### src/pot_pkg.sv
// shared types and constants for the pad overlap test pipeline
// no dependencies; imported by every module of the block
package pot_pkg;

  localparam int COORD_BITS = 24;

  typedef logic signed [COORD_BITS-1:0] coord_t;
  typedef logic [COORD_BITS-1:0]        len_t;

  typedef struct packed {
    coord_t cx;
    coord_t cy;
    len_t   r;
  } circ_t;

  typedef struct packed {
    coord_t x0;
    coord_t y0;
    coord_t x1;
    coord_t y1;
  } rect_t;

  // a plain pad uses rc only; a rounded pad uses both end circles too
  typedef struct packed {
    logic  rounded;
    circ_t c0;
    rect_t rc;
    circ_t c2;
  } pad_shapes_t;

  // per-stage load enables of the pipeline
  typedef struct packed {
    logic s1;
    logic s2;
    logic s3;
    logic s4;
    logic s5;
  } pot_en_t;

endpackage

### src/pot_cc.sv
// circle against circle: distances in stage 3, squares in stage 4,
// compare left combinational for the stage 5 register in the top level
// depends on pot_pkg
module pot_cc import pot_pkg::*; (
  input  logic    clk,
  input  circ_t   p,
  input  circ_t   q,
  input  pot_en_t en,
  output logic    hit
);

  logic signed [COORD_BITS:0] ddx, ddy;
  len_t dx_next, dy_next, rs_next;
  len_t dx, dy, rs;
  logic [2*COORD_BITS-1:0] sqx, sqy, sqr;
  logic [2*COORD_BITS:0]   dist2;

  always_comb begin
    ddx = {p.cx[COORD_BITS-1], p.cx} - {q.cx[COORD_BITS-1], q.cx};
    ddy = {p.cy[COORD_BITS-1], p.cy} - {q.cy[COORD_BITS-1], q.cy};
    dx_next = ddx[COORD_BITS] ? len_t'(-ddx) : ddx[COORD_BITS-1:0];
    dy_next = ddy[COORD_BITS] ? len_t'(-ddy) : ddy[COORD_BITS-1:0];
    // each radius is below half the range, so the sum fits
    rs_next = p.r + q.r;
  end

  always_ff @(posedge clk) begin
    if (en.s3) begin
      dx <= dx_next;
      dy <= dy_next;
      rs <= rs_next;
    end
    if (en.s4) begin
      sqx <= dx * dx;
      sqy <= dy * dy;
      sqr <= rs * rs;
    end
  end

  always_comb begin
    dist2 = {1'b0, sqx} + {1'b0, sqy};
    hit   = dist2 <= {1'b0, sqr};
  end

endmodule

### config.mk
export PLATFORM = sky130hd
export DESIGN_NAME = pot_cc
export DESIGN_NICKNAME = d
export VERILOG_FILES = /design/src/pot_pkg.sv /design/src/pot_cc.sv
export SDC_FILE = /design/constraint.sdc
export NUM_CORES = 2
export LEC_CHECK = 0
export BUFFER_PORTS_ARGS = -buffer_cell sky130_fd_sc_hd__clkbuf_2
export CAP_MARGIN = 30
export CORE_ASPECT_RATIO = 0.8
export CORE_MARGIN = 8
export CORE_UTILIZATION = 65
export DETAILED_ROUTE_END_ITERATION = 6
export GPL_TIMING_DRIVEN = 0
export PLACE_DENSITY = 0.82
export SLEW_MARGIN = 20
export SYNTH_ARGS = -nofsm -noshare
export SYNTH_HDL_FRONTEND = slang
export SYNTH_SLANG_ARGS = --single-unit
### constraint.sdc
create_clock -name clk -period 9.2 [get_ports clk]
set_input_delay 1.38 -clock clk [delete_from_list [all_inputs] [get_ports clk]]
set_output_delay 1.38 -clock clk [all_outputs]
set_load 0.02 [all_outputs]
# After elaboration in Yosys (flattened, before gate mapping)
# Index checks and enable logic that the tools add are counted.
dict set report classes {
  n_addsub 6
  n_mul 3
  magnitude_cmp 1
  n_mux 2
}
# op n
set op_table {}
lappend op_table {{24-bit by 24-bit multiplier with 48-bit output} 3}
lappend op_table {{24-bit by 24-bit subtractor with 25-bit output} 2}
lappend op_table {{48-bit by 48-bit adder with 49-bit output} 1}
lappend op_table {{49-bit by 48-bit less-or-equal comparator with 1-bit output} 1}
lappend op_table {{24-bit 2-to-1 mux} 2}
lappend op_table {{24-bit negation} 2}
lappend op_table {{24-bit adder} 1}
dict set report totals {
  reg_bits 216
  input_bits 150
  out_inout_bits 1
  wordCells 18
}

# Longest topological paths before layout
dict set report depth {
  ltp_word 3
  mapped_depth 29
}

# Least setup slack after synthesis
# No wires, ideal clock.
dict set report synth_path {
  path_kind {register to register}
  start {reg dx[14]}
  end {reg sqx[44], data pin}
  setup_time_ns 0.265
  arrival_ns 7.165
  slack_ns 1.769
  stages_incl_launch_ff 29
  path_buffers 1
  synth_period_minus_slack_ns 7.431
  path_cell_list {edfxtp_1 -> clkbuf_1 -> nand2_1 -> fa_1 -> inv_1 -> fa_1 -> inv_1 -> fa_1 -> inv_1 -> fa_1 -> inv_1 -> fa_1 -> inv_1 -> fa_1 -> inv_1 -> fa_1 -> inv_1 -> ha_1 -> inv_1 -> o21bai_1 -> a2111oi_0 -> nor3b_1 -> o31a_1 -> o22ai_1 -> o21ai_0 -> a21o_1 -> a32oi_1 -> o21ai_0 -> xor2_1}
}
dict set report synth_between {
  elab_chain_cells 1
}
# item line
set synth_lines {}
lappend synth_lines {{start, declared} pot_cc.sv:14} ;# len_t dx, dy, rs;
lappend synth_lines {{start signal, assigned} pot_cc.sv:29} ;# dx <= dx_next;
lappend synth_lines {{24-bit by 24-bit multiplier with 48-bit output} pot_cc.sv:34} ;# sqx <= dx * dx;
lappend synth_lines {{end signal, assigned} pot_cc.sv:34}
lappend synth_lines {{end, declared} pot_cc.sv:15} ;# logic [2*COORD_BITS-1:0] sqx, sqy, sqr;
# No other way between the ends.
# A chain may end at the register's enable or synchronous reset.

# Final worst setup path
dict set report layout_path {
  start {reg dy[18]}
  end {reg sqy[47], data pin}
}
dict set report layout_between {
  elab_chain_cells 1
}
# item line
set layout_lines {}
lappend layout_lines {{start, declared} pot_cc.sv:14}
lappend layout_lines {{start signal, assigned} pot_cc.sv:30} ;# dy <= dy_next;
lappend layout_lines {{24-bit by 24-bit multiplier with 48-bit output} pot_cc.sv:35} ;# sqy <= dy * dy;
lappend layout_lines {{end signal, assigned} pot_cc.sv:35}
lappend layout_lines {{end, declared} pot_cc.sv:15}
# No other way between the ends.

==> results.yml <==
global_route:
  number_of_antenna_violations_at_the_first_check_in_global_routing: 5
  grt_pass1_wl_um: 258000
  grt_max_degree: 74
  vias_in_the_first_global_route: 50200
  grt_busiest_layer: "met2"
  groute.usage.overall_pct: 30.3
  global_route.overflow_total: 0
  grt.met3_usage_pct: 6.99
  use_met1_pct: 41.3
  grt_met2_use_pct: 48.3
drt:
  drt-vias-per-instance: 5.65
  detail_route.iter0.violations: 4198
  detail_route.drc_violations: 0
  num_vias: 46800
  drt_pre_antenna_iters: 6
  routed_wire_length_per_instance_um: 19.3
  antenna_violating_nets_post_route: 0
  wl_um: 159000
yosys:
  most_frequent_cell_after_synthesis: "sky130_fd_sc_hd__inv_1"
  synth_fp_nets: 8881
  yosysTopAreaCell: "sky130_fd_sc_hd__fa_1"
  number_of_synthesized_flops_with_an_enable_pin: 213
  synth_area_leaders: "sky130_fd_sc_hd__fa_1 40%, sky130_fd_sc_hd__ha_1 14%, sky130_fd_sc_hd__inv_1 11%, sky130_fd_sc_hd__edfxtp_1 10%, sky130_fd_sc_hd__and2_1 3.6%"
  area_of_the_mapped_netlist_sq_um: 63100
  ys_async_sr_fraction_pct: 0
  synth_largest_type_area_fraction_pct: 40.3
  ys.flop_type: "sky130_fd_sc_hd__edfxtp_1"
  syn_area_per_cell_sq_um: 9.32
  synthesis.yosys.warnings: 0
  postSynthCellCount: 6768
  seq_area_frac_synth_pct: 10.1
  ys_ff_latch: 213
  synth.top_cells.by_count: "1907 x sky130_fd_sc_hd__inv_1, 1269 x sky130_fd_sc_hd__fa_1, 694 x sky130_fd_sc_hd__ha_1"
  synth.distinct_cells: 94
clock_tree:
  clock_tree.htree_level_count: 1
  hold_buffers: 0
  clockBufferDepth: 3
  clk_transition_reported_paths_ps: 60
  tritoncts_clock_tree: "done"
  clock-sinks: 213
  cts.root.buffer_cell: "sky130_fd_sc_hd__clkbuf_16"
  cts_buffers: 29
  cts_setup_buffers: 0
  clock_insertion_delay_worst_skew_ps: 610
min_path:
  hold_start: "dy[0]"
  whs_endpoint: "sqy[0]"
  hold_path_depth: 0
  timing.hold.worst.class: "reg2reg"
timing:
  worst_setup_slack_after_layout_ps: 178
  slew_headroom_pct: 30.6
  shortest_clock_period_the_worst_path_allows_after_layout_ps: 9020
  finalHoldViolCount: 0
  achievable-frequency_mhz: 111
  worst_setup_skew_after_layout_ps: 35.8
  rsz0062_at_grt: "false"
  setup_viol_count_final: 0
  max_slew.worst_pin.slew_ps: 1040
  slew_viol_final: 0
  fin_crit_sh_pct: 98.1
setup_path:
  startpoint_type: "register"
  worst-endpoint-arrival_ps: 9370
  worst-path-max-fanout: 10
  critical_path_class: "reg2reg"
  reg2reg_to: "sqy[47]"
  cp.required_ps: 9540
  worst-r2r-setup-slack_ps: 180
  worst_setup_path_end_kind: "register"
  crit-reg2reg-launch: "dy[18]"
  reg2regPathDepth: 27
die:
  pin_count: 151
  number_of_cell_rows: 102
  die_w_um: 364
  floorplan.initialDensity_pct: 65.4
  dieHeight_um: 295
  design.core.area_sq_um: 96500
  die_area_sq_um: 107000
place:
  hpwl_after_dpl_um: 136000
  port-buffer-count: 147
  gp_congestion: 1.02
  dpl_ws_ps: -178
cells_and_area:
  layout.core_utilization_pct: 69.1
  drive_gt1_share_pct: 3.97
  finish.net_count: 9061
  synthToLayoutAreaGrowth_pct: 5.62
flow_run:
  max-cap-violations: 0
status:
  result_of_the_run: "complete, no violations"
## cell type report
class	count	area [sq um]
Buffer	179	717
Tap cell	1300	1630
Antenna cell	1	2.50
Fill cell	7447	29900
Sequential cell	213	6400
Clock buffer	29	726
Inverter	1907	7160
Multi-Input combinational cell	4469	48900
Timing Repair Buffer	149	802
Clock inverter	24	337
## critical path, cell delays in order (launching register included)
cell	delay, ps
sky130_fd_sc_hd__edfxtp_1	350
sky130_fd_sc_hd__clkbuf_1	590
sky130_fd_sc_hd__clkbuf_1	520
sky130_fd_sc_hd__nand2_1	160
sky130_fd_sc_hd__fa_1	580
sky130_fd_sc_hd__inv_1	70
sky130_fd_sc_hd__fa_1	520
sky130_fd_sc_hd__fa_1	550
sky130_fd_sc_hd__inv_1	50
sky130_fd_sc_hd__fa_1	500
sky130_fd_sc_hd__inv_1	50
sky130_fd_sc_hd__fa_1	510
sky130_fd_sc_hd__fa_1	510
sky130_fd_sc_hd__inv_1	50
sky130_fd_sc_hd__fa_1	480
sky130_fd_sc_hd__inv_1	50
sky130_fd_sc_hd__ha_1	350
sky130_fd_sc_hd__a21o_1	220
sky130_fd_sc_hd__a21oi_1	230
sky130_fd_sc_hd__o211ai_1	120
sky130_fd_sc_hd__a21oi_1	400
sky130_fd_sc_hd__o21ai_0	320
sky130_fd_sc_hd__a31oi_2	560
sky130_fd_sc_hd__o221ai_1	250
sky130_fd_sc_hd__a21oi_1	290
sky130_fd_sc_hd__o21ai_0	120
sky130_fd_sc_hd__a21oi_1	220
sky130_fd_sc_hd__xnor2_1	120
## metal layers
metal	up-vias	share of wire (%)
li1	20900	-
met1	23100	40
met4	2	4.0
met2	2231	45
met3	478	11
met5	-	0.0088
## what timing repair did
action	in CTS	in global routing
resized for setup	1	22
pin swaps	0	0
hold endpoints to repair	0	0
setup endpoints to repair	3	19
## cells in the final DEF (no fill, tap or decap), types with 107 or more instances in the layout
cell type,n
sky130_fd_sc_hd__fa_1,1269
sky130_fd_sc_hd__a21o_1,138
sky130_fd_sc_hd__edfxtp_1,213
sky130_fd_sc_hd__clkbuf_1,158
sky130_fd_sc_hd__ha_1,694
sky130_fd_sc_hd__xnor2_1,191
sky130_fd_sc_hd__xor2_1,107
sky130_fd_sc_hd__nor2_1,186
sky130_fd_sc_hd__and2_1,358
sky130_fd_sc_hd__clkbuf_2,154
sky130_fd_sc_hd__inv_1,1907
sky130_fd_sc_hd__a21oi_1,249
sky130_fd_sc_hd__nand2_1,579
sky130_fd_sc_hd__o21ai_0,125
## worst max path at each step
stage          cells past startpoint  slack (ps)    from  endpoint
3_3_place_gp                      27        -120  rs[17]   sqr[46]
2_1_floorplan                     28        1770  dx[14]   sqx[44]
3_5_place_dp                      27        -180  rs[17]   sqr[46]
4_1_cts                           25          10  rs[17]   sqr[43]
6_report                          27         180  dy[18]   sqy[47]
5_1_grt                           28           8  dx[14]   sqx[44]
## metrics by stage
stage | std cells | hold slack [ps] | cell area (sq um) | setup TNS (ps)
global route | 8270 | 821 | 66600 | 0
finish | 8271 | 817 | 66600 | 0
global placement | 8215 | 769 | 65400 | -324
floorplan | 6768 | 511 | 63100 | 0
detailed placement | 8217 | 775 | 65500 | -491
CTS | 8270 | 808 | 66600 | 0
## sequential cells by signal (all words and copies together) (netlist names)
signal,flops
sqr,47
dx,24
dy,24
sqy,47
sqx,47
rs,24
## cells by family after synthesis
family | count (synthesis) | synth area share, %
buf+inv | 2086 | 12.5
simple gates | 1429 | 11.1
fa+ha+maj | 1963 | 54.0
mux | 11 | 0.184
xor+xnor | 299 | 4.15
compound gates | 767 | 7.91
flops | 213 | 10.1
Power is not shown: default switching activity piles up to over one toggle a cycle in this logic, so the estimate is an artifact.
