`config.mk`:
```
export PLATFORM = sky130hd
export DESIGN_NAME = pot_cr
export DESIGN_NICKNAME = d
export VERILOG_FILES = /design/src/pot_pkg.sv /design/src/pot_cr.sv
export SDC_FILE = /design/constraint.sdc
export NUM_CORES = 1
export LEC_CHECK = 0
export BUFFER_PORTS_ARGS = -buffer_cell sky130_fd_sc_hd__buf_4
export CELL_PAD_IN_SITES_DETAIL_PLACEMENT = 1
export CELL_PAD_IN_SITES_GLOBAL_PLACEMENT = 2
export CORE_AREA = 3 3 160 162
export CTS_BUF_LIST = sky130_fd_sc_hd__clkbuf_16
export CTS_CLUSTER_DIAMETER = 150
export DETAILED_ROUTE_END_ITERATION = 16
export DIE_AREA = 0 0 163 165
export HOLD_SLACK_MARGIN = 0.08
export PLACE_DENSITY = 0.83
export SLEW_MARGIN = 15
export SYNTH_ARGS = -nofsm -noshare
export SYNTH_HDL_FRONTEND = slang
export SYNTH_SLANG_ARGS = --single-unit
```
`constraint.sdc`:
```
create_clock -name clk -period 5 [get_ports clk]
set_input_delay 1.25 -clock clk [delete_from_list [all_inputs] [get_ports clk]]
set_output_delay 1.25 -clock clk [all_outputs]
set_load 0.05 [all_outputs]
```
`src/pot_pkg.sv`:
```
// shared types and constants for the pad overlap test pipeline
// no dependencies; imported by every module of the block
package pot_pkg;

  localparam int COORD_BITS = 24;

  typedef logic signed [COORD_BITS-1:0] coord_t;
  typedef logic [COORD_BITS-1:0]        len_t;

  typedef struct packed {
    coord_t cx;
    coord_t cy;
    len_t   r;
  } circ_t;

  typedef struct packed {
    coord_t x0;
    coord_t y0;
    coord_t x1;
    coord_t y1;
  } rect_t;

  // a plain pad uses rc only; a rounded pad uses both end circles too
  typedef struct packed {
    logic  rounded;
    circ_t c0;
    rect_t rc;
    circ_t c2;
  } pad_shapes_t;

  // per-stage load enables of the pipeline
  typedef struct packed {
    logic s1;
    logic s2;
    logic s3;
    logic s4;
    logic s5;
  } pot_en_t;

endpackage

```
`src/pot_cr.sv`:
```
// circle against rectangle grown by the radius, result registered in stage 3
// depends on pot_pkg
module pot_cr import pot_pkg::*; (
  input  logic    clk,
  input  circ_t   c,
  input  rect_t   b,
  input  pot_en_t en,
  output logic    hit
);

  logic signed [COORD_BITS+1:0] cx, cy, lx, hx, ly, hy, re;
  logic hit_next;

  always_comb begin
    re = $signed({2'b00, c.r});
    cx = $signed({{2{c.cx[COORD_BITS-1]}}, c.cx});
    cy = $signed({{2{c.cy[COORD_BITS-1]}}, c.cy});
    lx = $signed({{2{b.x0[COORD_BITS-1]}}, b.x0}) - re;
    hx = $signed({{2{b.x1[COORD_BITS-1]}}, b.x1}) + re;
    ly = $signed({{2{b.y0[COORD_BITS-1]}}, b.y0}) - re;
    hy = $signed({{2{b.y1[COORD_BITS-1]}}, b.y1}) + re;
    hit_next = !(cx < lx || cx > hx || cy < ly || cy > hy);
  end

  always_ff @(posedge clk) begin
    if (en.s3) begin
      hit <= hit_next;
    end
  end

endmodule

```
# Word level (Yosys, flattened, before mapping)
# Index checks and enable logic that the tools add are counted.
totals:
  ff_bits: 1
  inputBits: 174
  out_inout_bits: 1
  wordCells: 13
op_classes:
  n_addsub: 4
  magnitude_cmp: 4
  reduce_logical: 4
ops:
  columns: ["operator", "count"]
  rows:
  - ["$add 24x25->26", 2]
  - ["$gt 24x26->1", 2]
  - ["$lt 24x26->1", 2]
  - ["$sub 24x25->26", 2]
  - ["$logic_or 1x1->1", 3]
  - ["$logic_not 1->1", 1]

# Depth between registers and ports, before layout
# Gate-level depths: netlist (run 1).
logic_depth:
  word_depth: 6
  depth_mapped: 22

# Worst setup path before layout (run 1)
# No wires, ideal clock.
synth_timing:
  kind: "input port to flip-flop"
  startpoint: "input b[0] (netlist bit)"
  endpoint: "register hit (data pin)"
  arrival_ns: 4.744
  required_ns: 4.824
  setup_slack_ns: 0.080
  path_stages: 20
  path_buffers: 0
  path_cell_list: "ha_1 inv_1 fa_1 nor2b_1 o21a_1 o21ai_0 a211oi_1 nand3_1 a31o_2 or3_1 a41o_1 xnor2_1 ha_1 nand4_1 or2_2 o221ai_1 a21oi_1 o21ai_0 a21oi_1 nor4_1"
synth_between:
  elab_chain_cells: 4
synth_rtl:
  columns: ["element", "line_no", "rtl"]
  rows:
  - ["start, declared", "pot_cr.sv:6", "input rect_t b,"]
  - ["$add 24x25->26", "pot_cr.sv:21", "hy = $signed({{2{b.y1[COORD_BITS-1]}}, b.y1}) + re;"]
  - ["$gt 24x26->1", "pot_cr.sv:22", "hit_next = !(cx < lx || cx > hx || cy < ly || cy > hy);"]
  - ["$logic_or 1x1->1", "pot_cr.sv:22", null]
  - ["$logic_not 1->1", "pot_cr.sv:22", null]
  - ["net hit_next", "pot_cr.sv:12", "logic hit_next;"]
  - ["end signal, assigned", "pot_cr.sv:27", "hit <= hit_next;"]
  - ["end, declared", "pot_cr.sv:8", "output logic hit"]
# The timed path passes the listed nets, and every way through them passes these cells.
# A chain may end at the register's enable or synchronous reset.

# Worst setup path after layout (run 1)
layout_timing:
  startpoint: "input c[1] (netlist bit)"
  endpoint: "register hit (data pin)"
layout_between:
  elab_chain_cells: 6
layout_rtl:
  columns: ["element", "line_no", "rtl"]
  rows:
  - ["start, declared", "pot_cr.sv:5", "input circ_t c,"]
  - ["$sub 24x25->26 / $add 24x25->26 (equally long branches)", "pot_cr.sv:18, pot_cr.sv:19", null]
  - ["$lt 24x26->1 / $gt 24x26->1 (equally long branches)", "pot_cr.sv:22", null]
  - ["$logic_or 1x1->1 (2 in a row)", "pot_cr.sv:22", null]
  - ["$logic_or 1x1->1 (*)", "pot_cr.sv:22", null]
  - ["$logic_not 1->1 (*)", "pot_cr.sv:22", null]
  - ["net hit_next", "pot_cr.sv:12", null]
# Mark *: on every way through the listed nets, which the timed path passes. The rest lies on a longest branch.

==> reports/results.ini, run 1 <==
[run_status]
status=finished with violations
violations=setup timing

[power]
p_per_area_nw_per_um2=142
p_leak_uw=0.00524
ir_drop_v=0.0000876

[routing]
route.vias.total=7799
drt_wl_total_um=26300
ant_nets=0
wl_per_cell_um=17.1
firstDrtPassIters=4
viasPerCell=5.08
drc_errors=0
drt_iter0_drc=164

[critical_path]
startpoint_type=input pin
cp.required_ns=4.87
critPathMaxFanout=5
criticalPathCategory=input pin to register
cpMaxStageDelayCell=nor4_2
max_stage_delay_ns=0.31
end_kind=register
crit_arrival_ns=5.40

[layout]
regMostFlops=hit
multiInputGateArea_um2=6830
area_growth_pct=48.2
fillers=3021
num_antenna_cells=0
reg_top3=hit x1
largest_reg_flops=1
drive_gt1_share_pct=33.7
seq_area_um2=30.0
finalNetCount=1594

[sta]
relSlewSlack_pct=53.1
post-route-min-period_ns=5.53
whs_ns=1.45
hold_violations=0
worstMarginPinSlew_ns=0.685
rsz0062_at_grt=true
fin_ws_ns=-0.534
finalCritPeriodShare_pct=111
drv_slew=0
clock.fmax_ghz=0.181
setup_violations=1

[yosys]
ys_types=65
synth_seq_cells=1
async_reset_ff_share_pct=0
synth_edf_count=1
synth_nets=1261
syn_area_um2=6790
syn_inst=881
avgSynthCellArea_um2=7.71
synth-seq-area-share_pct=0.442
yosysWarnings=0
synthFlopType=edfxtp_1

[global_routing]
overflow=0
grt_pass1_wl_um=41000
grt_max_degree=9
antenna_found_initial=1
grt_pass1_vias=8291
grt_util_all_layers_pct=18.7

[floorplan]
fp.dieArea_um2=26900
die_h_um=165
boundaryPins=175
rows=57
core_um2=24200
initial_utilization_pct=28.0
die_w_um=163

[placed_design]
numPortBuffers=170
gp_congestion=0.897
hpwlAfterDp_um=23600
pre_cts_ws_ns=-0.866

[clock_tree]
hold_buffers=0
clkTransAtPathRegs_ns=0

[min_path]
hold_path.class=input pin to register

[flow_run]
cap_violations=0

## cell families after synthesis
family,count (synthesis),share of synthesized area (%)
adder cells (fa/ha/maj),206,38.4
AND/OR/NAND/NOR,214,15.8
XOR/XNOR,82,10.6
buffers and inverters,65,3.59
flip-flops,1,0.442
AO/OA/AOI/OAI,313,31.2
## worst paths after layout
path,from,endpoint,depth (start not counted)
worst min-delay path,en[2],hit,1
worst max-delay path,c[1],hit,25
## placed cells by master, fill, tap and decap left out, types with 5 or more instances in the layout
cell type,synthesis,layout
nand3_1,17,17
buf_4,0,327
a21oi_2,1,10
o21a_1,22,22
or3_1,8,7
nor3_1,14,12
o21ai_0,45,39
o21ai_2,2,7
a211o_1,5,5
ha_1,202,196
a21o_1,70,70
a31oi_1,10,7
nand2_1,42,42
a21oi_1,83,74
and3_1,5,5
xor2_1,42,42
o21bai_1,10,10
o21ai_1,7,8
inv_1,61,57
nor2b_1,17,16
a211oi_2,0,5
ha_4,0,5
nor2_1,55,52
xnor2_1,40,39
nand4_1,23,23
nand2b_1,14,14
buf_6,0,6
## synthesized netlist by cell type (2+ instances only)
cell type  count  share of area, %
nand4_1       23               2.1
nand3b_1       2              0.22
clkbuf_1       4              0.22
o21ai_0       45               3.3
o2111ai_1      3              0.39
a21o_1        70               7.7
o211ai_1       4              0.44
a2111oi_0      4              0.52
nor3_2         2              0.29
o21a_1        22               2.4
o41ai_1        2              0.26
o31ai_1        3              0.33
a2111o_1       2              0.33
o221ai_1       2              0.26
nand2b_1      14               1.3
a21oi_1       83               6.1
o21bai_1      10               1.1
a41oi_1        2              0.26
nor4_1         5              0.46
nor2b_1       17               1.6
ha_1         202                37
and3_1         5              0.46
and2_1         2              0.18
a211o_1        5              0.64
o21ai_1        7              0.52
or3_1          8              0.74
a31o_2         3              0.39
xnor2_1       40               5.2
a21boi_1       2              0.22
nand3_1       17               1.3
nor2_1        55               3.0
a41o_1         2              0.29
nor3_1        14               1.0
inv_1         61               3.4
a31oi_1       10              0.92
o31a_1         3              0.39
o21ai_2        2              0.26
fa_1           4               1.2
nand2_1       42               2.3
xor2_1        42               5.4
a211oi_1       9              0.99
or2_2          4              0.37
## critical path, delay by kind of cell
kind | cells | cell delay (ns)
adders and majority gates | 2 | 0.53
buffers and inverters | 7 | 1.02
and+or+nand+nor | 5 | 0.74
xor gates and xnor gates | 2 | 0.26
AOI/OAI and AO/OA | 9 | 1.61
## repair_timing
action	4_1_cts	5_1_grt
gates resized for setup	59	18
setup buffers	6	5
endpoints found under the hold margin	0	0
endpoints found under the setup margin	1	1
pin swaps	63	20
## report_power, final
group	internal, µW	switching, µW	total [µW]
clock network	0	0	0
registers	10.6	0.282	10.9
logic	719	699	1420
## per-layer routing
metal  track usage (%)  wire (µm)  vias up
met4              1.15        225        2
met1              23.9      11800     3632
met2              35.9      13100      163
met5                 0         13        -
met3              1.23       1050       16
li1                  -          -     3986
## stage by stage
step | area [µm²] | power, µW | utilization (%) | setup TNS [ns] | cells
floorplan | 6790 | 833 | - | 0 | 881
global placement | 9630 | 1300 | 39.7 | -0.726 | 1526
detailed placement | 9630 | 1360 | 39.7 | -0.866 | 1526
CTS | 9910 | 1420 | 40.9 | -0.457 | 1531
global route | 10100 | 1610 | 41.5 | -0.773 | 1536
finish | 10100 | 1430 | 41.5 | -0.534 | 1536
## area by class of cell
cell class	instances	area share, %
sequential	1	0.298
tap	324	4.03
multi-input combinational	815	67.9
inverter	61	2.34
timing repair buffer	335	25.4
No activity file was read; power rests on OpenSTA's default activity.
==> inputs of run 2 (changes only) <==
--- a/config.mk
+++ b/config.mk
@@ -8,13 +8,13 @@
 export BUFFER_PORTS_ARGS = -buffer_cell sky130_fd_sc_hd__buf_4
 export CELL_PAD_IN_SITES_DETAIL_PLACEMENT = 1
 export CELL_PAD_IN_SITES_GLOBAL_PLACEMENT = 2
-export CORE_AREA = 3 3 160 162
-export CTS_BUF_LIST = sky130_fd_sc_hd__clkbuf_16
+export CORE_AREA = 3 3 158 160
+export CTS_BUF_LIST = sky130_fd_sc_hd__clkbuf_4
 export CTS_CLUSTER_DIAMETER = 150
 export DETAILED_ROUTE_END_ITERATION = 16
-export DIE_AREA = 0 0 163 165
+export DIE_AREA = 0 0 161 163
 export HOLD_SLACK_MARGIN = 0.08
-export PLACE_DENSITY = 0.83
+export PLACE_DENSITY = 0.85
 export SLEW_MARGIN = 15
 export SYNTH_ARGS = -nofsm -noshare
 export SYNTH_HDL_FRONTEND = slang
==> run 2 against run 1 <==
  * The run still ends with setup timing left
  * Hold slack improved by 0.0018 ns
  * Die area shrank 2.4%
  * Critical endpoint unchanged
  * Total power increased by 2.1%
  * First-iteration DRC count rose by 27%
  * Routed wire length about the same
  * Critical path depth is 3 lower
==> reports/results.ini, run 2 (synthesized netlist as in run 1, its figures left out) <==
[run_status]
status=finished with violations
violations=setup timing

[critical_path]
cp_cell_sequence=buf_6 > ha_4 > inv_1 > fa_2 > nor2b_2 > o21a_1 > o21ai_1 > a211oi_2 > buf_4 > nand3_2 > a31o_2 > or3_4 > a41o_1 > xnor2_1 > ha_1 > nand4_1 > or2_4 > o221ai_4 > a21oi_2 > o21ai_2 > a21oi_2 > nor4_4
crit_cells=22
path_buf_inv=3
crit_arrival_ns=5.25
crit_path_end=hit
end_kind=register
cpMaxStageDelayCell=fa_2
startpoint_type=input pin
criticalPathCategory=input pin to register
critPathMaxFanout=4
cp.required_ns=4.80
crit_top_cell=a21oi_2
crit_path_start=c[0]
critical-path-top-delay-family=compound AO/OA/AOI/OAI gates
max_stage_delay_ns=0.38

[sta]
worstMarginPinSlew_ns=0.573
hold_violations=0
post-route-min-period_ns=5.45
drv_slew=0
finalCritPeriodShare_pct=109
rsz0062_at_grt=true
setup_violations=1
relSlewSlack_pct=60.8
fin_ws_ns=-0.448
clock.fmax_ghz=0.184

[layout]
largest_reg_flops=1
regMostFlops=hit
final_cell_mix=355 x buf_4, 195 x ha_1, 73 x a21oi_1
area_growth_pct=51.2
fin_cells=1555
final_common_cell=buf_4
drive_gt1_share_pct=35.7
finalNetCount=1618
fin_area_um2=10300
fillers=2943
num_antenna_cells=0
reg_top3=hit x1
post-route-util_pct=43.6

[power]
ir_drop_v=0.0000648
power.total_uw=1460
p_leak_uw=0.00535
p_per_area_nw_per_um2=142

[routing]
drt_iter0_drc=209
drc_errors=0
wl_per_cell_um=16.9
firstDrtPassIters=4
ant_nets=0
route.vias.total=7915
drt_wl_total_um=26200
viasPerCell=5.09

[global_routing]
antenna_found_initial=1
grt_util_all_layers_pct=19.4
grt_pass1_vias=8426
grt_pass1_wl_um=41800
grt_max_degree=8
overflow=0

[placed_design]
hpwlAfterDp_um=23400
placed_area_um2=9760
pre_cts_ws_ns=-0.928
gp_congestion=0.868
dp.cells=1540
numPortBuffers=170

[floorplan]
rows=56
initial_utilization_pct=28.8
die_w_um=161
boundaryPins=175
core_um2=23500
fp.dieArea_um2=26200
die_h_um=163

[flow_run]
cap_violations=0

[clock_tree]
clkTransAtPathRegs_ns=0
hold_buffers=0

[min_path]
hold_path.class=input pin to register

[run 2: power by group]
group	leakage [µW]	internal [µW]	switching [µW]
clock	0	0	0
sequential	0.00000951	10.6	0.288
combinational	0.00534	739	709
[run 2: worst min-delay path by stage]
| stage | startpoint | to | slack [ns] | depth (start not counted) |
|---|---|---|---|---|
| 6_report | en[2] | hit | 1.45 | 1 |
| 3_5_place_dp | en[2] | hit | 1.45 | 1 |
| 4_1_cts | en[2] | hit | 1.45 | 1 |
| 2_1_floorplan | en[2] | hit | 1.36 | 0 |
| 3_3_place_gp | en[2] | hit | 1.45 | 1 |
| 5_1_grt | en[2] | hit | 1.46 | 1 |
[run 2: metal layers]
metal  routed length (µm)  vias up  track usage (%)
met3                 1070       14             1.50
met4                  223        2             1.49
met1                11800     3697             24.7
met5                   20        -                0
met2                13100      161             37.1
li1                     -     4041                -
[run 2: area by class of cell]
type                       instances  area, µm²  area share (%)
sequential                         1       30.0           0.292
tap                              319        399            3.89
timing repair buffer             359       2710            26.4
multi-input combinational        815       6890            67.1
inverter                          61        233            2.27
[run 2: repair_timing]
action	CTS	global route
buffers inserted	11	4
hold endpoints to repair	0	0
pin swaps	62	27
resized for setup	70	16
endpoints found under the setup margin	1	1
[run 2: stage by stage]
stage	hold WS (ns)	TNS, ns
6_report	1.45	-0.448
5_1_grt	1.46	-0.637
4_1_cts	1.45	-0.383
3_5_place_dp	1.45	-0.928
3_3_place_gp	1.45	-0.742
2_1_floorplan	1.36	0
==> inputs of run 3 (changes only) <==
--- a/config.mk
+++ b/config.mk
@@ -14,7 +14,7 @@
 export DETAILED_ROUTE_END_ITERATION = 16
 export DIE_AREA = 0 0 161 163
 export HOLD_SLACK_MARGIN = 0.08
-export PLACE_DENSITY = 0.85
+export PLACE_DENSITY_LB_ADDON = 0.1
 export SLEW_MARGIN = 15
 export SYNTH_ARGS = -nofsm -noshare
 export SYNTH_HDL_FRONTEND = slang
==> run 3 against run 2 <==
  * The flow still finishes with violations (setup timing)
  * Sequential share of layout area is essentially flat
  * Die area is the same
  * Routed wire length shrank 2.9%
  * Setup slack gained 0.069 ns
  * Largest power group unchanged
==> reports/results.ini, run 3 (synthesized netlist as in run 1, its figures left out) <==
[run_status]
status=finished with violations
violations=setup timing

[layout]
num_antenna_cells=0
final_cell_mix=357 x buf_4, 199 x ha_1, 71 x a21oi_1
multiInputGateArea_um2=6810
reg_top3=hit x1
fin_area_um2=10200
largest_reg_flops=1
final_common_cell=buf_4
regMostFlops=hit
area_growth_pct=50.4
drive_gt1_share_pct=35.1
finalNetCount=1621
seq_area_um2=30.0
fillers=2951
post-route-util_pct=43.4

[sta]
hold_violations=0
clock.fmax_ghz=0.186
setup_violations=1
fin_ws_ns=-0.378
finalCritPeriodShare_pct=108
whs_ns=1.45
setup_tns_ns=-0.378
relSlewSlack_pct=51.5
post-route-min-period_ns=5.38
worstMarginPinSlew_ns=0.710
rsz0062_at_grt=true
drv_slew=0

[placed_design]
numPortBuffers=170
placed_area_um2=9800
gp_congestion=0.785
hpwlAfterDp_um=23100
pre_cts_ws_ns=-0.869

[floorplan]
die_h_um=163
rows=56
core_um2=23500
boundaryPins=175
fp.dieArea_um2=26200
initial_utilization_pct=28.8
die_w_um=161

[critical_path]
crit_path_start=c[1]
critPathMaxFanout=3
cp.required_ns=4.81
criticalPathCategory=input pin to register
end_kind=register
startpoint_type=input pin
crit_arrival_ns=5.19

[global_routing]
overflow=0
grt_util_all_layers_pct=18.4
antenna_found_initial=1
grt_max_degree=7
grt_pass1_wl_um=39500
grt_pass1_vias=7973

[power]
p_leak_uw=0.00535
p_per_area_nw_per_um2=141
ir_drop_v=0.0000623

[routing]
viasPerCell=4.96
route.vias.total=7731
firstDrtPassIters=4
drt_iter0_drc=164
drt_wl_total_um=25500
wl_per_cell_um=16.3
ant_nets=0
drc_errors=0

[flow_run]
cap_violations=0

[min_path]
min_to=hit
hold_path.class=input pin to register
hold_depth=1
hp-start=en[2]

[clock_tree]
clkTransAtPathRegs_ns=0

[run 3: layer usage]
metal,GRT usage [%],up-vias,wire length [µm]
li1,-,4041,-
met1,23.0,3571,11500
met2,36.6,111,13300
met3,0.992,6,620
met4,0.508,2,93
met5,0,-,7
[run 3: how the worst max path moves through the flow]
| stage | to | slack [ns] | cells past startpoint |
|---|---|---|---|
| 2_1_floorplan | hit | 0.08 | 20 |
| 3_3_place_gp | hit | -0.81 | 25 |
| 3_5_place_dp | hit | -0.87 | 25 |
| 4_1_cts | hit | -0.45 | 23 |
| 5_1_grt | hit | -0.64 | 22 |
| 6_report | hit | -0.38 | 22 |
[run 3: repair_timing]
item	4_1_cts	5_1_grt
hold buffers	0	0
gates cloned	0	0
gates resized for setup	54	23
setup buffers	11	4
setup endpoints to repair	1	1
pin swaps	50	40
[run 3: area by class of cell]
cell class | instances | area share [%]
inverter | 61 | 2.28
multi-input combinational | 815 | 66.7
sequential | 1 | 0.294
tap | 319 | 3.91
timing repair buffer | 362 | 26.8
[run 3: worst max-delay path, cell delays in order]
cell	delay, ns
buf_8	0.08
clkinvlp_4	0.13
buf_6	0.15
fa_2	0.33
nor2b_1	0.12
o21a_1	0.17
o21ai_2	0.08
a211oi_2	0.21
buf_4	0.16
nand3_4	0.07
a31o_4	0.24
or3_4	0.39
a41o_1	0.20
xnor2_1	0.13
ha_1	0.30
nand4_1	0.13
or2_4	0.27
o221ai_2	0.17
a21oi_2	0.06
o21ai_1	0.15
a21oi_2	0.08
nor4_4	0.30
[run 3: power by group]
group          total [µW]  switching, µW  internal (µW)
logic                1430            696            737
clock network           0              0              0
registers            10.9          0.240           10.6
total                1440            697            748
[run 3: per-stage QoR]
stage	power, µW	std cells
after floorplan	833	881
after global placement	1350	1546
after detailed placement	1380	1546
after CTS	1440	1556
after global routing	1630	1558
final	1440	1558
