### config.mk
export PLATFORM = sky130hd
export DESIGN_NAME = pot_split
export DESIGN_NICKNAME = d
export VERILOG_FILES = /design/src/pot_pkg.sv /design/src/pot_split.sv
export SDC_FILE = /design/constraint.sdc
export NUM_CORES = 1
export LEC_CHECK = 0
export BUFFER_PORTS_ARGS = -buffer_cell sky130_fd_sc_hd__buf_2
export CAP_MARGIN = 20
export CORE_MARGIN = 1
export CORE_UTILIZATION = 50
export CTS_CLUSTER_SIZE = 10
export DETAILED_ROUTE_END_ITERATION = 16
export HOLD_SLACK_MARGIN = 0.06
export PLACE_DENSITY_LB_ADDON = 0.2
export SLEW_MARGIN = 0
export SYNTH_ARGS = -nofsm -noshare
export SYNTH_HDL_FRONTEND = slang
export SYNTH_SLANG_ARGS = --single-unit
### constraint.sdc
create_clock -name clk -period 8.75 [get_ports clk]
set_clock_uncertainty 0.1 [all_clocks]
set_input_delay 1.3125 -clock clk [delete_from_list [all_inputs] [get_ports clk]]
set_output_delay 1.3125 -clock clk [all_outputs]
set_load 0.05 [all_outputs]
### src/pot_pkg.sv
// shared types and constants for the pad overlap test pipeline
// no dependencies; imported by every module of the block
package pot_pkg;

  localparam int COORD_BITS = 24;

  typedef logic signed [COORD_BITS-1:0] coord_t;
  typedef logic [COORD_BITS-1:0]        len_t;

  typedef struct packed {
    coord_t cx;
    coord_t cy;
    len_t   r;
  } circ_t;

  typedef struct packed {
    coord_t x0;
    coord_t y0;
    coord_t x1;
    coord_t y1;
  } rect_t;

  // a plain pad uses rc only; a rounded pad uses both end circles too
  typedef struct packed {
    logic  rounded;
    circ_t c0;
    rect_t rc;
    circ_t c2;
  } pad_shapes_t;

  // per-stage load enables of the pipeline
  typedef struct packed {
    logic s1;
    logic s2;
    logic s3;
    logic s4;
    logic s5;
  } pot_en_t;

endpackage

### src/pot_split.sv
// corner sort and shape split of one pad, two register stages
// depends on pot_pkg
module pot_split import pot_pkg::*; (
  input  logic        clk,
  input  coord_t      x1,
  input  coord_t      y1,
  input  coord_t      x2,
  input  coord_t      y2,
  input  logic        rounded,
  input  pot_en_t     en,
  output pad_shapes_t shapes
);

  // stage 1: sorted box
  coord_t minx, maxx, miny, maxy;
  len_t   w, h;
  logic   rnd;

  logic signed [COORD_BITS:0] dw, dh;
  coord_t minx_next, maxx_next, miny_next, maxy_next;

  always_comb begin
    minx_next = ($signed(x1) < $signed(x2)) ? x1 : x2;
    maxx_next = ($signed(x1) < $signed(x2)) ? x2 : x1;
    miny_next = ($signed(y1) < $signed(y2)) ? y1 : y2;
    maxy_next = ($signed(y1) < $signed(y2)) ? y2 : y1;
    dw = {maxx_next[COORD_BITS-1], maxx_next} - {minx_next[COORD_BITS-1], minx_next};
    dh = {maxy_next[COORD_BITS-1], maxy_next} - {miny_next[COORD_BITS-1], miny_next};
  end

  always_ff @(posedge clk) begin
    if (en.s1) begin
      minx <= minx_next;
      maxx <= maxx_next;
      miny <= miny_next;
      maxy <= maxy_next;
      w    <= dw[COORD_BITS-1:0];
      h    <= dh[COORD_BITS-1:0];
      rnd  <= rounded;
    end
  end

  // stage 2: end circles and middle rectangle
  pad_shapes_t shapes_next;
  logic        tall;
  len_t        r;
  coord_t      rs;

  always_comb begin
    tall = h > w;
    r    = tall ? (w >> 1) : (h >> 1);
    rs   = coord_t'(r);
    shapes_next.rounded = rnd;
    shapes_next.c0.r = r;
    shapes_next.c2.r = r;
    if (!rnd) begin
      shapes_next.rc = '{x0: minx, y0: miny, x1: maxx, y1: maxy};
    end else if (tall) begin
      shapes_next.rc = '{x0: minx, y0: miny + rs, x1: maxx, y1: maxy - rs};
    end else begin
      shapes_next.rc = '{x0: minx + rs, y0: miny, x1: maxx - rs, y1: maxy};
    end
    if (tall) begin
      shapes_next.c0.cx = minx + rs;
      shapes_next.c0.cy = maxy - rs;
      shapes_next.c2.cx = minx + rs;
      shapes_next.c2.cy = miny + rs;
    end else begin
      shapes_next.c0.cx = minx + rs;
      shapes_next.c0.cy = miny + rs;
      shapes_next.c2.cx = maxx - rs;
      shapes_next.c2.cy = miny + rs;
    end
  end

  always_ff @(posedge clk) begin
    if (en.s2) begin
      shapes <= shapes_next;
    end
  end

endmodule

# Word-level counts from Yosys, hierarchy flattened
# Index checks and enable logic that the tools add are counted.
[classes]
addsub = 6
n_lt_le_gt_ge = 3
mux = 9
[ops]
columns = ["cell", "n"]
rows = [
  ["$mux W96", 2],
  ["$mux W24", 5],
  ["$sub A24 B24 Y24", 4],
  ["$add A24 B24 Y24", 2],
  ["$lt A24 B24 Y1", 2],
  ["$mux W48", 1],
  ["$gt A24 B24 Y1", 1],
  ["$mux W23", 1],
]
[word_totals]
reg_bits = 362
in_bits = 103
out_inout_bits = 241
wordCells = 35

# Logic depth before layout (Yosys ltp)
# Gate-level depths: netlist (run 1).
[logic_depth]
word_depth = 5
mapped_depth = 32
mapped_depth_nobuf = 28

# Worst setup path after synthesis (run 1)
# No wires, ideal clock.
[synth_path]
kind = "input to register"
from = "input x2[13]"
to = "register w[14] (data pin)"
setup_time_ns = 0.263
arrival_ns = 6.153
t_required_ns = 8.387
setup_slack_ns = 2.233
path_stages = 24
n_path_buf = 5
cell_sequence = "inv_1 ha_1 clkbuf_1 nand4_1 nor4_1 o21ai_0 o211ai_1 a21o_1 clkbuf_1 clkbuf_1 clkbuf_1 buf_1 a21oi_1 or2_2 ha_1 o31a_1 o21ai_0 a211oi_1 o21ai_0 a41oi_1 o21ai_0 nand2_1 a31oi_1 xnor2_1"
[synth_between]
elab_chain_cells = 3
elab_cells_between_ends = 4
cone_classes = "add/sub: 1; order compare: 1; mux: 2"
[synth_lines]
columns = ["element", "line", "rtl"]
rows = [
  ["start: declaration", "pot_split.sv:7", "input coord_t x2,"],
  ["$lt A24 B24 Y1", "pot_split.sv:23, pot_split.sv:24", ""],
  ["$mux W24 (on tied branches)", "pot_split.sv:24, pot_split.sv:23", ""],
  ["$sub A24 B24 Y24 (*)", "pot_split.sv:27", "dw = {maxx_next[COORD_BITS-1], maxx_next} - {minx_next[COORD_BITS-1], minx_next};"],
  ["net dw[14]", "pot_split.sv:19", "logic signed [COORD_BITS:0] dw, dh;"],
  ["end signal: assignment", "pot_split.sv:37", "w <= dw[COORD_BITS-1:0];"],
  ["end: declaration", "pot_split.sv:16", "len_t w, h;"],
]
# Mark *: on every way through the listed nets, which the timed path passes. The rest lies on a longest branch.
# A chain may end at the register's enable or synchronous reset.

==> out/qor.txt, run 1 <==
Outcome = finished, final reports clean
RSZ-0062 raised after global routing = no
Final Instance Area = 0.0267 mm^2
Antenna violations before repair = 16
Startpoint types = flip-flop
EDFF count, synth = 361
Clk network pwr share = 14.8%
Clock Sinks = 361
DR iter-0 viols = 1753
Max FO, Critical Path = 10
Asr flop ratio synth = 0%
Die width = 218 um
I/O pin count = 344
Placement row count = 78
CTS tree = built
Core area = 0.0457 mm^2
Slew @ Worst Pin = 1.02 ns
Final Cycle Share = 84.8%
DRC = 0
Headroom to the max-slew limit = 31.6%
Data required, critical path = 8.97 ns
Setup CP Type = flip-flop to flip-flop
Overflow after GRT = 0
Worst vdd ir = 0.456 mV
Final Wtd Congestion = 0.913
PwrDens = 426 mW/mm^2
HP Start = maxy[0]
Hold_ws = 0.461 ns
Inst Count DP = 3164
Post-cts resize count = 0
Mean Syn Cell Area = 10.0 um^2
P_sw = 0.00557 W
Netlist cell types = 106
Max clock buf depth = 3
R2r startpoint = h[15]
Die area = 0.0475 mm^2
Synth area leaders = edfxtp_1 46%, ha_1 7.5%, xnor2_1 5.0%
CP max-delay cell = o21ai_0
Worst-path cell chain = ha_1, nand4_1, nor4_4, o311ai_4, nand3_1, nand2_4, o21ai_0, ha_1, inv_1, fa_1, a21oi_1, nor2b_1, a41oi_1, o211ai_1, a221oi_1, o22ai_2, o41ai_1, o2111ai_2, o211ai_4, maj3_2, maj3_2, xnor2_2, nand3_1, a22o_1
Routed vias/inst = 5.75
Crit path DAT = 7.64 ns
Logic pwr share = 58.5%
CP peak stage delay = 0.80 ns
Dpl hpwl = 53.5 mm
Synth top area share = 46.4%
Reg area = 0.0108 mm^2
#FFs+latches synth = 361
Postcts setup bufs = 0
Fin crit period = 7.42 ns
Met2 usage in global routing = 42.0%
Max Slew Vio Count = 0
ANT nets after route = 0
Most frequent cell after synthesis = edfxtp_1
Crit. End Element = flip-flop
Area of the multi-input gates = 0.0112 mm^2
Non-filler cells, final = 3235
First-pass GRT wire length = 101 mm
Post-Syn Area = 0.0233 mm^2
Area leader, netlist = edfxtp_1
Filler cells = 3975
Util after Layout = 58.4%
Layout Nets = 2857
GRT Total Usage = 28.3%
Pre-antenna DRT Iters = 5
Count of input and output buffers = 338
Clock latency on the worst-skew pair = 0.58 ns
Cell area after placement = 0.0254 mm^2
Synth top cells by count = 361 x edfxtp_1, 308 x nand2_1, 188 x o21ai_0
Pin count of the biggest net entering global routing = 87
Hold Buf Count CTS = 0
Root buffer cell = clkbuf_16
GR peak layer = met1
Hold crit path type = flip-flop to flip-flop
Synth Flop Type = edfxtp_1
Number of CTS-inserted buffers = 44
Die height = 218 um
Setup TNS = 0 ns
Met1 global-route usage = 42.9%
Net Sw Frac = 49.0%
Post-Syn Instances = 2327
H-tree depth = 2
Endpoints failing setup = 0
Clk pin slew, worst setup/hold paths = 0.06 ns
P&R area growth vs syn = 14.2%
Crit path launch = h[15]
Vias in the first global route = 17200
Sequential share of power = 26.7%
YS warnings = 0
Detailed Route WL = 68.4 mm
Register area share after synthesis = 46.4%
Share of layout cells above drive strength 1 = 19.6%
Met3 GRT Util = 4.98%
Final hold viol count = 0
DR WL/cell = 21.1 um
Via count of the routed design = 18600
Leakage = 11.4 nW
Max-Cap Viols = 0
Initial Util = 51.1%
Internal = 0.00578 W
Max Fclk = 0.135 GHz
==> metal layers <==
| metal | routed length, um | share of wire [%] | vias up |
|---|---|---|---|
| met5 | 77 | 0.11 | - |
| met1 | 32100 | 47 | 8905 |
| met3 | 5480 | 8.0 | 99 |
| met4 | 1300 | 1.9 | 12 |
| li1 | - | - | 8864 |
| met2 | 29400 | 43 | 709 |
==> stage by stage <==
stage | power (W) | setup WS [ns]
2_1_floorplan | 0.00800 | 2.23
3_3_place_gp | 0.00952 | 1.63
3_5_place_dp | 0.00962 | 1.52
4_1_cts | 0.0113 | 1.47
5_1_grt | 0.0120 | 1.07
6_report | 0.0113 | 1.33
==> power by group through the flow <==
| stage | Combinational, W | Clock, W | Sequential, W |
|---|---|---|---|
| after floorplan | 0.00358 | 0 | 0.00443 |
| after global placement | 0.00646 | 0 | 0.00305 |
| after detailed placement | 0.00655 | 0 | 0.00307 |
| after CTS | 0.00658 | 0.00171 | 0.00304 |
| after global routing | 0.00711 | 0.00177 | 0.00308 |
| final | 0.00663 | 0.00168 | 0.00303 |
==> placed cells by master, fill, tap and decap left out, types with 24 or more instances in the layout <==
cell type	instances
a21o_1	54
clkbuf_16	46
a31oi_1	24
nor2_1	136
xnor2_1	134
nor3_1	30
buf_2	336
a21oi_1	131
edfxtp_1	361
inv_1	183
xor2_1	65
nand2_1	306
nor2b_1	24
o21ai_0	188
nand3_1	34
ha_1	140
==> final cells by class <==
type                    count  area share (%)
diodes                      9          0.0845
clock buffers              54            4.43
clock inverters             8           0.371
inverters                 189            2.66
multi-input cells        1656            42.0
flip-flops and latches    361            40.7
well taps                 600            2.82
repair buffers            358            6.96
==> state kept, by name, indices dropped and copies added, names as in the netlist <==
signal / flops
maxx: 24
maxy: 24
rnd: 1
h: 24
minx: 24
shapes: 216
w: 24
miny: 24
==> kinds of logic (layout without fill, tap and decap cells) <==
| logic type | after synthesis | count (layout) | synth area share [%] |
|---|---|---|---|
| xor+xnor | 201 | 201 | 7.61 |
| mux | 34 | 34 | 1.57 |
| other cells | 1 | 11 | 0.0161 |
| fa+ha+maj | 171 | 171 | 9.06 |
| simple gates | 663 | 663 | 13.2 |
| buf+inv | 311 | 609 | 5.69 |
| compound gates | 585 | 585 | 16.4 |
| flops | 361 | 361 | 46.4 |
==> worst max-delay path: cells and delay by family (launching register included) <==
kind                       cells  cell delay (ns)
xor gates and xnor gates       1             0.14
and+or+nand+nor                6             1.22
AOI/OAI and AO/OA             11             3.57
buffers and inverters          1             0.08
adders and majority gates      5             1.58
DFF                            1             0.45
==> path summary, 6_finish.rpt <==
| check | to | slack [ns] | depth (start not counted) |
|---|---|---|---|
| max reg2reg | shapes[110] | 1.33 | 24 |
| max | shapes[110] | 1.33 | 24 |
| min | shapes[72] | 0.46 | 2 |
| min reg2reg | shapes[72] | 0.46 | 2 |
(Power assumes the default switching activity.)
==> inputs of run 2 (changes only) <==
Clock period 8.75 ns to 6.45 ns, I/O delays scaled along.
==> out/qor.txt, run 2 (synthesis results as in run 1) <==
Outcome = finished, final reports clean
Pin count of the biggest net entering global routing = 179 (+110%)
DRC = 0 (unchanged)
Final Cycle Share = 94.8% (+10 points)
Clk pin slew, worst setup/hold paths = 0.06 ns (about the same)
Leakage = 11.7 nW (+2.5%)
Routed vias/inst = 5.66 (-1.4%)
GRT Total Usage = 28.9% (+0.58 points)
Clock latency on the worst-skew pair = 0.58 ns (about the same)
Worst vdd ir = 0.685 mV (+50%)
Net Sw Frac = 48.7% (-0.34 points)
Max Slew Vio Count = 0 (unchanged)
CP max-delay cell = edfxtp_1
Headroom to the max-slew limit = 26.4% (-5.2 points)
CTS tree = built
Data required, critical path = 6.65 ns (-2.32 ns)
Clock Sinks = 361 (unchanged)
HP Start = maxx[0]
Final hold viol count = 0 (unchanged)
Crit. End Element = flip-flop
ANT nets after route = 0 (unchanged)
Sequential share of power = 26.3% (-0.4 points)
Detailed Route WL = 69.7 mm (+1.9%)
First-pass GRT wire length = 103 mm (+2.2%)
Endpoints failing setup = 0 (unchanged)
P_sw = 0.00764 W (+37%)
DR WL/cell = 21.2 um (about the same)
Max-Cap Viols = 0 (unchanged)
Hold Crit Depth = 2 (unchanged)
P&R area growth vs syn = 16.3%
Root buffer cell = clkbuf_16
DR iter-0 viols = 1790 (+2.1%)
Clk network pwr share = 14.1% (-0.7 points)
Max Fclk = 0.163 GHz (+21%)
Final setup margin = 0.334 ns (-0.999 ns)
Logic pwr share = 59.6% (+1.1 points)
Final Wtd Congestion = 0.939 (+2.9%)
Number of CTS-inserted buffers = 44 (unchanged)
Pre-antenna DRT Iters = 5 (unchanged)
Core area = 0.0457 mm^2 (unchanged)
Vias in the first global route = 17800 (+3.4%)
Antenna violations before repair = 14 (-2)
Top reg by flops = shapes
Count of input and output buffers = 338 (unchanged)
DP Worst Slack = 0.305 ns (-1.21 ns)
Layout Nets = 2920 (+2.2%)
Die height = 218 um (unchanged)
R2r startpoint = w[10]
Commonest non-fill, non-tap cell in the layout = edfxtp_1
Setup TNS = 0 ns (unchanged)
Dpl hpwl = 54.8 mm (+2.4%)
Via count of the routed design = 18700 (+0.44%)
Crit path DAT = 6.32 ns (-1.32 ns)
Reg2Reg Depth = 28 (+17%)
Overflow after GRT = 0 (unchanged)
Initial Util = 51.1% (unchanged)
Setup CP Type = flip-flop to flip-flop
Share of layout cells above drive strength 1 = 21.6% (+2.0 points)
Internal = 0.00805 W (+39%)
CP most frequent cell = inv_1
R2R Setup Slk = 0.33 ns (-1.00 ns)
I/O pin count = 344 (unchanged)
Max FFs per register = 216 (unchanged)
Hold Buf Count CTS = 0 (unchanged)
FF-to-FF End = shapes[142]
Die area = 0.0475 mm^2 (unchanged)
Hold crit path type = flip-flop to flip-flop
Max FO, Critical Path = 7 (-3)
Slew @ Worst Pin = 1.10 ns (+0.0883 ns)
Fin crit period = 6.12 ns (-1.30 ns)
Max clock buf depth = 3 (unchanged)
Die width = 218 um (unchanged)
Placement row count = 78 (unchanged)
H-tree depth = 2 (unchanged)
CP peak stage delay = 0.43 ns (-0.37 ns)
Most frequent cells in the layout = 361 x edfxtp_1, 336 x buf_2, 306 x nand2_1, 188 x o21ai_0, 182 x inv_1
Startpoint types = flip-flop
Hold Path Sink = shapes[96]
PwrDens = 578 mW/mm^2 (+36%)
==> run 2: metal layers <==
metal / wire length [um] / share of wire [%] / track usage (%)
met1: 32300 / 46 / 43.2
met2: 30100 / 43 / 43.4
met3: 6060 / 8.7 / 5.45
met4: 1160 / 1.7 / 6.13
met5: 70 / 0.10 / 0
==> run 2: power by group through the flow <==
| stage | logic (W) | registers, W | clock network [W] |
|---|---|---|---|
| 2_1_floorplan | 0.00485 | 0.00600 | 0 |
| 3_3_place_gp | 0.00908 | 0.00415 | 0 |
| 3_5_place_dp | 0.00921 | 0.00417 | 0 |
| 4_1_cts | 0.00925 | 0.00413 | 0.00226 |
| 5_1_grt | 0.0100 | 0.00418 | 0.00234 |
| 6_report | 0.00935 | 0.00412 | 0.00222 |
==> run 2: worst max-delay path by stage <==
stage           start  depth (start not counted)  slack [ns]           to
2_1_floorplan    h[6]                         28      0.0004  shapes[110]
3_3_place_gp   x2[17]                         21        0.42        w[14]
3_5_place_dp     w[6]                         26        0.31  shapes[142]
4_1_cts         w[19]                         28        0.29  shapes[142]
5_1_grt         w[10]                         31      -0.006  shapes[166]
6_report        w[10]                         28        0.33  shapes[142]
==> run 2: critical path: cells and delay by family (launching register included) <==
family | cells | cell delay [ns]
buffers and inverters | 4 | 0.41
AOI/OAI and AO/OA | 14 | 2.89
DFF | 1 | 0.43
and+or+nand+nor | 6 | 1.00
adders and majority gates | 3 | 0.72
xor gates and xnor gates | 1 | 0.27
==> run 2: cell type report <==
class	count	area (um^2)
clock inverters	8	72.6
multi-input cells	1656	11200
inverters	189	709
repair buffers	421	2360
well taps	600	751
fillers	3909	18500
clock buffers	55	1160
diodes	6	15.0
flip-flops and latches	361	10800
==> run 2: timing repair <==
item / CTS / global route
gates resized for setup: 0 / 5
setup buffers: 0 / 3
endpoints found under the setup margin: 0 / 15
==> run 2: through the flow <==
stage / hold WS, ns / utilization (%) / total power (W) / std cells / instance area [um^2]
final: 0.461 / 59.4 / 0.0157 / 3296 / 27100
after global routing: 0.473 / 59.4 / 0.0165 / 3292 / 27100
after CTS: 0.467 / 59.3 / 0.0156 / 3287 / 27100
after detailed placement: 0.451 / 56.6 / 0.0134 / 3224 / 25800
after global placement: 0.453 / 56.6 / 0.0132 / 3224 / 25800
after floorplan: 0.408 / - / 0.0109 / 2328 / 23300
==> inputs of run 3 (changes only) <==
Settings changed: CORE_MARGIN 1 to unset, MAX_ROUTING_LAYER set to met4.
Clock period 6.45 ns to 7.9 ns, I/O delays scaled along.
==> out/qor.txt, run 3 (synthesis results as in run 1) <==
H-tree depth = 2 (unchanged)
Vias in the first global route = 17500 (-1.7%)
Max FFs per register = 216 (unchanged)
Most frequent cells in the layout = 361 x edfxtp_1, 336 x buf_2, 306 x nand2_1, 188 x o21ai_0, 183 x inv_1
Via count of the routed design = 18600 (-0.64%)
PwrDens = 470 mW/mm^2 (-19%)
Antenna violations before repair = 19 (+5)
Overflow after GRT = 0 (unchanged)
Startpoint types = flip-flop
P&R area growth vs syn = 14.3%
Sequential share of power = 26.8% (+0.5 points)
GRT Total Usage = 29.6% (+0.64 points)
Die width = 218 um (unchanged)
Endpoints failing setup = 0 (unchanged)
Clk network pwr share = 14.6% (+0.5 points)
P_sw = 0.00617 W (-19%)
Hold Crit Depth = 2 (unchanged)
Internal = 0.00639 W (-21%)
Hold crit path type = flip-flop to flip-flop
Met1 global-route usage = 41.8% (-1.4 points)
Setup CP Type = flip-flop to flip-flop
Pin count of the biggest net entering global routing = 160 (-11%)
Met3 GRT Util = 6.72% (+1.3 points)
Outcome = finished, final reports clean
Inst Count DP = 3168 (-1.7%)
Top reg by flops = shapes
Routed vias/inst = 5.72 (+1.0%)
CTS tree = built
Count of input and output buffers = 338 (unchanged)
Commonest non-fill, non-tap cell in the layout = edfxtp_1
Headroom to the max-slew limit = 31.9% (+5.5 points)
Pre-antenna DRT Iters = 6 (+1)
Data required, critical path = 8.11 ns (+1.46 ns)
Clock latency on the worst-skew pair = 0.58 ns (about the same)
Final Wtd Congestion = 0.936 (-0.30%)
Hold Path Sink = shapes[138]
Logic pwr share = 58.6% (-1.0 points)
GR peak layer = met2
Final Cycle Share = 91.2% (-3.6 points)
Max clock buf depth = 3 (unchanged)
Clock Sinks = 361 (unchanged)
Placement row count = 78 (unchanged)
Net Sw Frac = 49.1% (+0.41 points)
Final hold viol count = 0 (unchanged)
Max Slew Vio Count = 0 (unchanged)
RSZ-0062 raised after global routing = no
Dpl hpwl = 54.2 mm (-1.2%)
Die height = 218 um (unchanged)
Crit. End Element = flip-flop
I/O pin count = 344 (unchanged)
Share of layout cells above drive strength 1 = 19.7% (-1.9 points)
Core area = 0.0457 mm^2 (unchanged)
Post-cts resize count = 0 (unchanged)
Crit path DAT = 7.41 ns (+1.09 ns)
Root buffer cell = clkbuf_16
R2r startpoint = w[14]
Detailed Route WL = 69.4 mm (-0.50%)
DR WL/cell = 21.4 um (+1.2%)
Worst vdd ir = 0.479 mV (-30%)
Clk pin slew, worst setup/hold paths = 0.06 ns (about the same)
Fin crit period = 7.20 ns (+1.09 ns)
HP Start = miny[18]
Postcts setup bufs = 0 (unchanged)
First-pass GRT wire length = 102 mm (-1.3%)
Max FO, Critical Path = 10 (+3)
Max Fclk = 0.139 GHz (-15%)
Number of CTS-inserted buffers = 44 (unchanged)
Met2 usage in global routing = 42.4% (-0.99 points)
Slew @ Worst Pin = 1.02 ns (-0.0819 ns)
R2R Setup Slk = 0.70 ns (+0.36 ns)
Max-Cap Viols = 0 (unchanged)
Reg2Reg Depth = 25 (-11%)
DR iter-0 viols = 1639 (-8.4%)
FF-to-FF End = shapes[110]
Setup TNS = 0 ns (unchanged)
Layout Nets = 2861 (-2.0%)
Filler cells = 3987 (+2.0%)
Die area = 0.0475 mm^2 (unchanged)
Hold Buf Count CTS = 0 (unchanged)
Non-filler cells, final = 3242 (-1.6%)
Initial Util = 51.1% (unchanged)
Leakage = 11.4 nW (-2.4%)
DRC = 0 (unchanged)
ANT nets after route = 0 (unchanged)
## run 3: area by class of cell
type,count,area (um^2),share of cell area (%)
Multi-Input combinational cell,1656,11200,42.0
Sequential cell,361,10800,40.6
Timing Repair Buffer,362,1900,7.12
Clock buffer,49,1140,4.28
Tap cell,600,751,2.81
Inverter,189,709,2.66
Clock inverter,11,108,0.403
Antenna cell,14,35.0,0.131
## run 3: layer usage
metal,routed length (um),vias to the layer above,part of all wire (%)
met2,29900,755,43
met4,1510,0,2.2
met1,31200,8817,45
met5,0,-,0
li1,-,8886,-
met3,6750,92,9.7
## run 3: through the flow
stage                     util (%)  instance area (um^2)  power (W)  setup WS (ns)  hold slack [ns]
after global placement        55.6                 25400     0.0106          0.875            0.455
after CTS                     58.4                 26700     0.0125          0.720            0.476
final                         58.4                 26700     0.0126          0.696            0.477
after global routing          58.4                 26700     0.0132          0.164            0.506
after detailed placement      55.6                 25400     0.0107          0.758            0.450
after floorplan                  -                 23300    0.00887           1.45            0.408
## run 3: power by group through the flow
| stage | logic, W | registers [W] | clock network [W] |
|---|---|---|---|
| global route | 0.00789 | 0.00341 | 0.00192 |
| finish | 0.00736 | 0.00336 | 0.00183 |
| global placement | 0.00719 | 0.00338 | 0 |
| CTS | 0.00730 | 0.00337 | 0.00186 |
| floorplan | 0.00396 | 0.00490 | 0 |
| detailed placement | 0.00727 | 0.00340 | 0 |
## run 3: how the worst max path moves through the flow
stage / start / endpoint / slack, ns / cells after the start
2_1_floorplan: h[6] / shapes[110] / 1.45 / 28
3_3_place_gp: h[19] / shapes[110] / 0.88 / 24
3_5_place_dp: h[16] / shapes[110] / 0.76 / 24
4_1_cts: h[16] / shapes[110] / 0.72 / 24
5_1_grt: w[14] / shapes[110] / 0.16 / 25
6_report: w[14] / shapes[110] / 0.70 / 25
## run 3: worst max-delay path, cell delays in order (launching register included)
cell and delay [ns]:
edfxtp_1 0.37, inv_1 0.11, ha_1 0.32, nand4_1 0.24
nor4_4 0.45, o311ai_4 0.27, nand3_1 0.21, nand2_4 0.11
o21ai_0 0.70, ha_1 0.28, inv_1 0.07, fa_1 0.44
a21oi_1 0.56, nor2b_1 0.10, a41oi_1 0.18, o211ai_1 0.15
a221oi_1 0.53, o22ai_2 0.16, o41ai_1 0.16, o2111ai_2 0.25
o211ai_4 0.19, maj3_2 0.26, maj3_2 0.25, xnor2_2 0.13
nand3_1 0.09, a22o_1 0.25
